[src/rtl/core/ert_pkg.sv]
// ----------------------------------------------------------------------------
// ert_pkg
// types and constants of the error report throttle
// ----------------------------------------------------------------------------
package ert_pkg;

	localparam int NUM_CODES     = 18;
	localparam int REPORT_BUDGET = 10;
	localparam int TIME_W        = 32;
	localparam int CNT_W         = 32;
	localparam int CODE_W        = 5;
	localparam int CODE_AW       = $clog2(NUM_CODES);
	localparam int BUDGET_W      = $clog2(REPORT_BUDGET + 1);
	localparam int INTERVAL_W    = 31;
	localparam int TICKS_PER_SEC = 100;

	localparam logic [CODE_W-1:0]     TIMEOUT_CODE   = CODE_W'(NUM_CODES - 1);
	localparam logic [CODE_W-1:0]     NUM_CODES_C    = CODE_W'(NUM_CODES);
	localparam logic [BUDGET_W-1:0]   BUDGET_FULL    = BUDGET_W'(REPORT_BUDGET);
	localparam logic [INTERVAL_W-1:0] INTERVAL_RESET =
		INTERVAL_W'(8 * 3600 * TICKS_PER_SEC);

	localparam int APB_ADDR_W = 3;
	localparam int APB_DATA_W = 32;
	localparam logic [APB_ADDR_W-3:0] REG_TIMEOUT_INTERVAL = '0;

	typedef struct packed {
		logic                en;
		logic [CODE_AW-1:0]  addr;
		logic [BUDGET_W-1:0] data;
	} bud_wr_t;

	typedef struct packed {
		logic              report;
		logic [CNT_W-1:0]  pending_events;
		logic              repeat_valid;
		logic [CODE_W-1:0] repeat_code;
		logic [CNT_W-1:0]  repeat_times;
	} rpt_word_t;

	function automatic logic [CNT_W-1:0] sat_inc(input logic [CNT_W-1:0] v);
		return (v == '1) ? v : v + CNT_W'(1);
	endfunction

endpackage

[src/rtl/core/ert_evt_if.sv]
// ----------------------------------------------------------------------------
// ert_evt_if
// error event channel: code and tick time
// ----------------------------------------------------------------------------
interface ert_evt_if;
	logic                         valid;
	logic                         ready;
	logic [ert_pkg::CODE_W-1:0]   error_code;
	logic [ert_pkg::TIME_W-1:0]   now_ticks;

	modport source (output valid, output error_code, output now_ticks, input ready);
	modport sink   (input valid, input error_code, input now_ticks, output ready);
endinterface

[src/rtl/core/ert_rpt_if.sv]
// ----------------------------------------------------------------------------
// ert_rpt_if
// report decision channel
// ----------------------------------------------------------------------------
interface ert_rpt_if;
	logic                        valid;
	logic                        ready;
	logic                        report;
	logic [ert_pkg::CNT_W-1:0]   pending_events;
	logic                        repeat_valid;
	logic [ert_pkg::CODE_W-1:0]  repeat_code;
	logic [ert_pkg::CNT_W-1:0]   repeat_times;

	modport source (output valid, output report, output pending_events,
		output repeat_valid, output repeat_code, output repeat_times, input ready);
	modport sink   (input valid, input report, input pending_events,
		input repeat_valid, input repeat_code, input repeat_times, output ready);
endinterface

[src/rtl/core/ert_budget_ram.sv]
// ----------------------------------------------------------------------------
// ert_budget_ram
// per-code report budget store with registered read and write forwarding
// ----------------------------------------------------------------------------
module ert_budget_ram (
	input  logic                             clk,
	input  logic                             arst_n,
	input  logic                             rd_en,
	input  logic [ert_pkg::CODE_AW-1:0]      rd_addr,
	input  ert_pkg::bud_wr_t                 wr,
	output logic [ert_pkg::BUDGET_W-1:0]     rd_budget
);

	logic [ert_pkg::BUDGET_W-1:0] mem [ert_pkg::NUM_CODES];
	logic [ert_pkg::NUM_CODES-1:0] vld_q;
	logic [ert_pkg::BUDGET_W-1:0] mem_rd_s1;
	logic                         vld_rd_s1;
	logic                         fwd_hit_s1;
	logic [ert_pkg::BUDGET_W-1:0] fwd_data_s1;

	always_ff @(posedge clk) begin
		if (wr.en) begin
			mem[wr.addr] <= wr.data;
		end
	end

	always_ff @(posedge clk) begin
		if (rd_en) begin
			mem_rd_s1   <= mem[rd_addr];
			fwd_data_s1 <= wr.data;
		end
	end

	always_ff @(posedge clk or negedge arst_n) begin
		if (!arst_n) begin
			vld_q      <= '0;
			vld_rd_s1  <= 1'b0;
			fwd_hit_s1 <= 1'b0;
		end else begin
			if (wr.en) begin
				vld_q[wr.addr] <= 1'b1;
			end
			if (rd_en) begin
				vld_rd_s1  <= vld_q[rd_addr];
				fwd_hit_s1 <= wr.en && (wr.addr == rd_addr);
			end
		end
	end

	// entries never written still hold the full budget
	always_comb begin
		if (fwd_hit_s1) begin
			rd_budget = fwd_data_s1;
		end else if (vld_rd_s1) begin
			rd_budget = mem_rd_s1;
		end else begin
			rd_budget = ert_pkg::BUDGET_FULL;
		end
	end

endmodule

[src/rtl/core/error_report_throttle.sv]
// ----------------------------------------------------------------------------
// error_report_throttle
// decides per error event whether it is reported upstream
// ----------------------------------------------------------------------------
// evt (sink) carries one error word: error_code and now_ticks. rpt (source)
// returns exactly one word per event: the report flag, the pending timeout
// tally and the summary of the previous repeated code.
// timeout_report_interval is written over the APB port at byte address 0.
// after acceptance the event is held in the decision stage register and then
// in the output register, which drives rpt valid. throughput: one event per
// cycle while rpt is not stalled; the budget store is read in the acceptance
// cycle and written back when the event leaves the decision stage, with the
// write forwarded to a read of the same code issued in that cycle.
// reset: all codes regain their full budget, no previous code is known,
// counters clear, the interval returns to 2880000 ticks. the budget store
// needs no clearing pass, so events are taken right after reset.
// a stalled rpt keeps its word; one further event is held in the decision
// stage, then evt.ready drops until rpt moves again.
// ----------------------------------------------------------------------------
module error_report_throttle (
	input  logic                              clk,
	input  logic                              arst_n,
	ert_evt_if.sink                           evt,
	ert_rpt_if.source                         rpt,
	input  logic                              psel,
	input  logic                              penable,
	input  logic                              pwrite,
	input  logic [ert_pkg::APB_ADDR_W-1:0]    paddr,
	input  logic [ert_pkg::APB_DATA_W-1:0]    pwdata,
	output logic [ert_pkg::APB_DATA_W-1:0]    prdata,
	output logic                              pready
);

	logic [ert_pkg::INTERVAL_W-1:0] interval_q;
	logic                           reg_hit;

	logic                           s1_vld_q;
	logic [ert_pkg::CODE_W-1:0]     code_s1;
	logic [ert_pkg::TIME_W-1:0]     now_s1;
	logic                           s1_adv;
	logic                           acc;
	logic                           known_in;
	logic [ert_pkg::CODE_AW-1:0]    rd_addr;
	logic [ert_pkg::BUDGET_W-1:0]   budget;
	ert_pkg::bud_wr_t               bud_wr;

	logic [ert_pkg::CODE_W-1:0]     last_code_q;
	logic                           last_vld_q;
	logic [ert_pkg::CNT_W-1:0]      rep_cnt_q;
	logic [ert_pkg::TIME_W-1:0]     next_to_q;
	logic [ert_pkg::CNT_W-1:0]      sup_q;

	logic                           is_rep;
	logic                           is_to;
	logic                           late;
	logic                           want;
	logic                           known_s1;
	logic                           grant;
	logic [ert_pkg::TIME_W-1:0]     rearm;
	logic [ert_pkg::TIME_W-1:0]     diff;
	logic [ert_pkg::TIME_W-1:0]     next_to_d;
	logic [ert_pkg::CNT_W-1:0]      sup_inc;
	logic [ert_pkg::CNT_W-1:0]      sup_dec;
	logic [ert_pkg::CNT_W-1:0]      sup_d;
	ert_pkg::rpt_word_t             res;

	logic                           out_vld_q;
	ert_pkg::rpt_word_t             out_q;

	// configuration
	assign pready  = 1'b1;
	assign reg_hit = (paddr[ert_pkg::APB_ADDR_W-1:2] == ert_pkg::REG_TIMEOUT_INTERVAL);
	assign prdata  = reg_hit ? ert_pkg::APB_DATA_W'(interval_q) : '0;

	always_ff @(posedge clk or negedge arst_n) begin
		if (!arst_n) begin
			interval_q <= ert_pkg::INTERVAL_RESET;
		end else if (psel && penable && pwrite && reg_hit) begin
			interval_q <= pwdata[ert_pkg::INTERVAL_W-1:0];
		end
	end

	// acceptance and budget read
	assign s1_adv    = s1_vld_q && (!out_vld_q || rpt.ready);
	assign evt.ready = !s1_vld_q || s1_adv;
	assign acc       = evt.valid && evt.ready;
	assign known_in  = evt.error_code < ert_pkg::NUM_CODES_C;
	assign rd_addr   = known_in ? evt.error_code[ert_pkg::CODE_AW-1:0] : '0;

	always_ff @(posedge clk or negedge arst_n) begin
		if (!arst_n) begin
			s1_vld_q <= 1'b0;
		end else if (acc) begin
			s1_vld_q <= 1'b1;
		end else if (s1_adv) begin
			s1_vld_q <= 1'b0;
		end
	end

	always_ff @(posedge clk) begin
		if (acc) begin
			code_s1 <= evt.error_code;
			now_s1  <= evt.now_ticks;
		end
	end

	ert_budget_ram u_budget (
		.clk       (clk),
		.arst_n    (arst_n),
		.rd_en     (acc),
		.rd_addr   (rd_addr),
		.wr        (bud_wr),
		.rd_budget (budget)
	);

	// decision stage
	always_comb begin
		is_rep   = last_vld_q && (last_code_q == code_s1);
		is_to    = (code_s1 == ert_pkg::TIMEOUT_CODE);
		known_s1 = code_s1 < ert_pkg::NUM_CODES_C;
		rearm    = now_s1 + ert_pkg::TIME_W'(interval_q);
		diff     = next_to_q - now_s1;
		late     = is_to && is_rep && diff[ert_pkg::TIME_W-1];
		sup_inc  = (is_to && is_rep) ? ert_pkg::sat_inc(sup_q) : sup_q;
		sup_dec  = (late && (sup_inc != '0)) ? sup_inc - ert_pkg::CNT_W'(1) : sup_inc;
		next_to_d = (is_to && (!is_rep || late)) ? rearm : next_to_q;
		want     = !is_rep || late;
		grant    = want && known_s1 && (budget != '0);

		bud_wr.en   = s1_adv && grant;
		bud_wr.addr = code_s1[ert_pkg::CODE_AW-1:0];
		bud_wr.data = budget - ert_pkg::BUDGET_W'(1);

		res.report         = grant;
		res.pending_events = (grant && is_to) ? sup_dec : '0;
		res.repeat_valid   = grant && !is_rep && (rep_cnt_q != '0);
		res.repeat_code    = res.repeat_valid ? last_code_q : '0;
		res.repeat_times   = res.repeat_valid ? ert_pkg::sat_inc(rep_cnt_q) : '0;
		sup_d              = (grant && is_to) ? '0 : sup_dec;
	end

	always_ff @(posedge clk or negedge arst_n) begin
		if (!arst_n) begin
			last_code_q <= '0;
			last_vld_q  <= 1'b0;
			rep_cnt_q   <= '0;
			next_to_q   <= '0;
			sup_q       <= '0;
		end else if (s1_adv) begin
			last_code_q <= code_s1;
			last_vld_q  <= 1'b1;
			rep_cnt_q   <= is_rep ? ert_pkg::sat_inc(rep_cnt_q) : '0;
			next_to_q   <= next_to_d;
			sup_q       <= sup_d;
		end
	end

	// output register
	always_ff @(posedge clk or negedge arst_n) begin
		if (!arst_n) begin
			out_vld_q <= 1'b0;
		end else if (s1_adv) begin
			out_vld_q <= 1'b1;
		end else if (rpt.ready) begin
			out_vld_q <= 1'b0;
		end
	end

	always_ff @(posedge clk) begin
		if (s1_adv) begin
			out_q <= res;
		end
	end

	assign rpt.valid          = out_vld_q;
	assign rpt.report         = out_q.report;
	assign rpt.pending_events = out_q.pending_events;
	assign rpt.repeat_valid   = out_q.repeat_valid;
	assign rpt.repeat_code    = out_q.repeat_code;
	assign rpt.repeat_times   = out_q.repeat_times;

endmodule

[src/flat_wrapper.sv]
// flat-port wrapper written by rule: the top's interface ports become plain ports
module error_report_throttle_flat 
  (clk, arst_n, psel, penable, pwrite, paddr, pwdata, prdata, pready, evt_valid, evt_error_code, evt_now_ticks, evt_ready, rpt_valid, rpt_report, rpt_pending_events, rpt_repeat_valid, rpt_repeat_code, rpt_repeat_times, rpt_ready);
  ert_evt_if evt_i ();
  ert_rpt_if rpt_i ();
  input  logic clk;
  input  logic arst_n;
  input  logic psel;
  input  logic penable;
  input  logic pwrite;
  input  logic [ert_pkg::APB_ADDR_W-1:0] paddr;
  input  logic [ert_pkg::APB_DATA_W-1:0] pwdata;
  output logic [ert_pkg::APB_DATA_W-1:0] prdata;
  output logic pready;
  input wire logic [$bits(evt_i.valid)-1:0] evt_valid;
  input wire logic [$bits(evt_i.error_code)-1:0] evt_error_code;
  input wire logic [$bits(evt_i.now_ticks)-1:0] evt_now_ticks;
  output wire logic [$bits(evt_i.ready)-1:0] evt_ready;
  output wire logic [$bits(rpt_i.valid)-1:0] rpt_valid;
  output wire logic [$bits(rpt_i.report)-1:0] rpt_report;
  output wire logic [$bits(rpt_i.pending_events)-1:0] rpt_pending_events;
  output wire logic [$bits(rpt_i.repeat_valid)-1:0] rpt_repeat_valid;
  output wire logic [$bits(rpt_i.repeat_code)-1:0] rpt_repeat_code;
  output wire logic [$bits(rpt_i.repeat_times)-1:0] rpt_repeat_times;
  input wire logic [$bits(rpt_i.ready)-1:0] rpt_ready;
  assign evt_i.valid = evt_valid;
  assign evt_i.error_code = evt_error_code;
  assign evt_i.now_ticks = evt_now_ticks;
  assign evt_ready = evt_i.ready;
  assign rpt_valid = rpt_i.valid;
  assign rpt_report = rpt_i.report;
  assign rpt_pending_events = rpt_i.pending_events;
  assign rpt_repeat_valid = rpt_i.repeat_valid;
  assign rpt_repeat_code = rpt_i.repeat_code;
  assign rpt_repeat_times = rpt_i.repeat_times;
  assign rpt_i.ready = rpt_ready;
  error_report_throttle u_core (.clk(clk), .arst_n(arst_n), .evt(evt_i), .rpt(rpt_i), .psel(psel), .penable(penable), .pwrite(pwrite), .paddr(paddr), .pwdata(pwdata), .prdata(prdata), .pready(pready));
endmodule
[config.mk]
export PLATFORM = sky130hd
export DESIGN_NAME = error_report_throttle_flat
export DESIGN_NICKNAME = d
export VERILOG_FILES = /design/src/rtl/core/ert_pkg.sv /design/src/rtl/core/ert_evt_if.sv /design/src/rtl/core/ert_rpt_if.sv /design/src/rtl/core/ert_budget_ram.sv /design/src/rtl/core/error_report_throttle.sv /design/src/flat_wrapper.sv
export SDC_FILE = /design/constraint.sdc
export NUM_CORES = 1
export LEC_CHECK = 0
export BUFFER_PORTS_ARGS = -buffer_cell sky130_fd_sc_hd__buf_2
export CORE_ASPECT_RATIO = 1.1
export CORE_MARGIN = 5
export CORE_UTILIZATION = 49
export DETAILED_ROUTE_END_ITERATION = 8
export PLACE_DENSITY_LB_ADDON = 0.3
export SYNTH_ARGS = -nofsm -noshare
export SYNTH_HDL_FRONTEND = slang
export SYNTH_SLANG_ARGS = --single-unit
[constraint.sdc]
create_clock -name clk -period 12.45 [get_ports clk]
set_input_delay 0.6225 -clock clk [delete_from_list [all_inputs] [get_ports clk]]
set_output_delay 0.6225 -clock clk [all_outputs]
set_load 0.01 [all_outputs]
==> impl_metrics.csv <==
group,metric,value,unit
place,port_buffers,179,
critical_path,r2r_slack,7.20,ns
drt,wl_per_cell,18.29,um
clock_network,cts.reportedPaths.clkPinSlew,0.06,ns
sta,fin_crit_sh,42.14,%
hold_path,hold_path.class,"in2async",
logic_synthesis,synth_warnings,0,
sta,setup_tns,0,ns
critical_path,worst_path_max_delay_cell,"nor4_2",
logic_synthesis,synth_area_leader_cell,"edfxtp_1",
logic_synthesis,synth_top_family_by_area,"simple AND/OR/NAND/NOR gates",
clock_network,clock-sinks,343,
clock_network,htreeDepth,2,
cells_and_area,drive_gt1_share,18.98,%
logic_synthesis,synth_top_area_share,30.19,%
sta,finalWorstPathRequiredPeriod,5.247,ns
clock_network,cts_tree,"built",
cells_and_area,area_growth_syn_to_layout,12.69,%
run_status,status,"complete, no violations",
power_and_ir_drop,p_sw_share,28.43,%
place,dp_hpwl,30270,um
global_route,grt_pass1_wl,72340,um
sta,hold_violations,0,
die,dieArea,0.04218,mm2
cells_and_area,fin_nets,2037,
die,core,0.03791,mm2
sta,rsz0062_at_grt,"false",
clock_network,root_buffer,"clkbuf_16",
critical_path,start_kind,"register",
critical_path,arrival,5.52,ns
logic_synthesis,yosys_register_bits,343,
sta,whs,0.1416,ns
clock_network,numCtsBuffers,37,
logic_synthesis,synth_fp_nets,1903,
sta,final_max_slew_viol_count,0,
power_and_ir_drop,p_leak,8.607,nW
power_and_ir_drop,comb_power_share,19.2,%
global_route,grt_max_degree,102,
clock_network,postCtsSetupRepairBufs,0,
logic_synthesis,synth_area_leaders,"edfxtp_1 30%, dfrtp_1 20%, ha_1 4.5%",
logic_synthesis,synth_compound_area_share,11.62,%
drt,drc,0,
clock_network,cts_buffer_depth,3,
clock_network,cts.repair.resized,0,
critical_path,path_delay_family,"simple AND/OR/NAND/NOR gates",
global_route,overflow,0,
power_and_ir_drop,worst_ir_drop_vdd,0.0001133,V
drt,num_vias,13854,
die,num_rows,75,
drt,ant_nets,0,
die,dieHeight,214.9,um
logic_synthesis,synthSimpleGateAreaFrac,17.32,%
logic_synthesis,synth_mux_area_share,6.175,%
logic_synthesis,synth_edf_count,188,
critical_path,slowest_delay,0.91,ns
logic_synthesis,synthDistinctLibCells,89,
critical_path,path_max_fanout,12,
cells_and_area,fin_area,0.02108,mm2
drt,viasPerCell,5.727,
sta,finalClockSkew,0.02498,ns
logic_synthesis,synthXorXnorAreaFrac,5.473,%
logic_synthesis,synth-adder-area-share,4.590,%
place,gp_congestion,0.8904,
sta,worst_slew_pin_slew,1.088,ns
sta,max_freq,190.6,MHz
clock_network,worstSkewPairLatency,0.55,ns
power_and_ir_drop,power.share.sequential,46.3,%
logic_synthesis,async_flop_share,45.19,%
flow_run,cap_violations,0,
drt,drt-total-wl,44250,um
critical_path,worst-path-buf-inv,0,
die,initial_utilization,49.33,%
global_route,grt_pass1_vias,13758,
critical_path,cp.required,12.72,ns
logic_synthesis,synth_ff_type,"edfxtp_1",
clock_network,ctsHoldBuffers,0,
global_route,grt_util_all_layers,20.89,%
place,place_area,0.01992,mm2
logic_synthesis,syn_inst,1756,
critical_path,worst-setup-path-type,"reg2reg",
power_and_ir_drop,p_sw,0.0008698,W
critical_path,cp_cell_sequence,"nand3_1 > nor4_2 > nand4_1 > nand2_1 > xor2_1 > ha_1 > o2111ai_1 > nor4b_1 > and4b_1 > a21o_1 > o21a_1 > o21ai_0 > nor3b_1",
drt,firstDrtPassIters,6,
sta,setup-violations-final,0,
logic_synthesis,syn_area_per_cell,10.65,um2
sta,slew_headroom,26.42,%
power_and_ir_drop,clkPwrFrac,34.5,%
logic_synthesis,yosysSeqAreaShare,50.99,%
global_route,antenna_found_initial,1,
critical_path,endpoint_kind,"register",
power_and_ir_drop,internal-power,0.002190,W
drt,drt-initial-drc-count,964,
die,ioPinCount,185,
die,dieWidth,196.3,um
logic_synthesis,synthesis.area,0.01870,mm2
power_and_ir_drop,power.density,145.2,mW/mm2
-- power groups by stage --
stage | logic (W) | clock network, W | registers (W)
5_1_grt | 0.000668 | 0.00113 | 0.00143
3_3_place_gp | 0.000573 | 0 | 0.00143
3_5_place_dp | 0.000588 | 0 | 0.00144
6_report | 0.000589 | 0.00105 | 0.00142
2_1_floorplan | 0.000427 | 0 | 0.00141
4_1_cts | 0.000592 | 0.00108 | 0.00142
-- per-stage QoR --
stage	worst slack [ns]	total power, W	util (%)	std cells
after floorplan	8.417	0.001840	-	1756
after global placement	7.453	0.002006	52.54	2351
after detailed placement	7.336	0.002026	52.54	2351
after CTS	7.323	0.003093	55.58	2418
after global routing	6.824	0.003228	55.59	2419
final	7.203	0.003059	55.59	2419
-- synth_stat cells (all sizes together), types with 22 or more instances --
cell	n
edfxtp	188
nand2	170
dfrtp	146
nor2	123
o21ai	123
xnor2	74
inv	71
ha	67
a21oi	66
clkbuf	63
nand3	50
mux2i	49
mux2	43
nor2b	43
xor2	42
nand4	36
buf	34
o31ai	29
or2	26
nor3	25
and2	22
and3	22
-- routing by layer --
layer | part of all wire, % | global-route usage (%)
met1 | 44 | 28.55
met2 | 48 | 34.70
met3 | 5.1 | 3.618
met4 | 2.2 | 5.470
met5 | 0 | 0
-- final timing paths --
kind	start	end	depth (start not counted)
min in group clk	evt_now_ticks[11]	u_core.now_s1[11]	1
worst max-delay path	u_core.sup_q[10]	u_core.rpt.pending_events[16]	13
max in group asynchronous	arst_n	u_core.rpt.valid	2
worst min register to register	u_core.u_budget.vld_q[2]	u_core.u_budget.vld_q[2]	1
worst max register to register	u_core.sup_q[10]	u_core.rpt.pending_events[16]	13
worst min-delay path	arst_n	u_core.u_budget.vld_q[0]	1
-- final cells by class --
type | count | area, um2
clock buffers | 45 | 1008
well taps | 500 | 625.6
clock inverters | 22 | 145.1
flip-flops and latches | 343 | 9535
multi-input cells | 1245 | 8489
fillers | 3326 | 16840
repair buffers | 192 | 999.7
diodes | 1 | 2.502
inverters | 71 | 269.0
-- cells by family (layout without fill, tap and decap cells) --
kind of cell | Yosys count | count (layout)
compound gates | 340 | 340
xor+xnor | 116 | 116
fa+ha+maj | 68 | 68
buf+inv | 168 | 330
flops | 343 | 343
mux | 100 | 100
other cells | 2 | 3
simple gates | 619 | 619
-- cells in the final DEF (no fill, tap or decap), types with 21 or more instances in the layout --
cell type	instances
mux2_2	43
nor2_1	123
o31ai_1	29
o21ai_0	110
nand3_1	49
nor3_1	22
nand4_1	35
ha_1	67
mux2i_1	49
clkbuf_16	39
and2_1	21
nand2_1	169
nor2b_1	43
and3_1	22
edfxtp_1	188
buf_2	178
xor2_1	42
inv_1	69
xnor2_1	72
a21oi_1	64
dfrtp_1	146
or2_2	23
-- sequential cells by signal, indices dropped and copies added, names as in the netlist, 4 cells and up --
name                         count
u_core.u_budget.mem_rd_s1        4
u_core.u_budget.fwd_data_s1      4
u_core.u_budget.mem             72
u_core.u_budget.vld_q           18
u_core.rpt.repeat_code           5
u_core.sup_q                    32
u_core.now_s1                   32
u_core.rpt.pending_events       32
u_core.rpt.repeat_times         32
u_core.code_s1                   5
u_core.last_code_q               5
u_core.next_to_q                32
u_core.interval_q               31
u_core.rep_cnt_q                32
No activity file was read; power rests on OpenSTA's default activity.
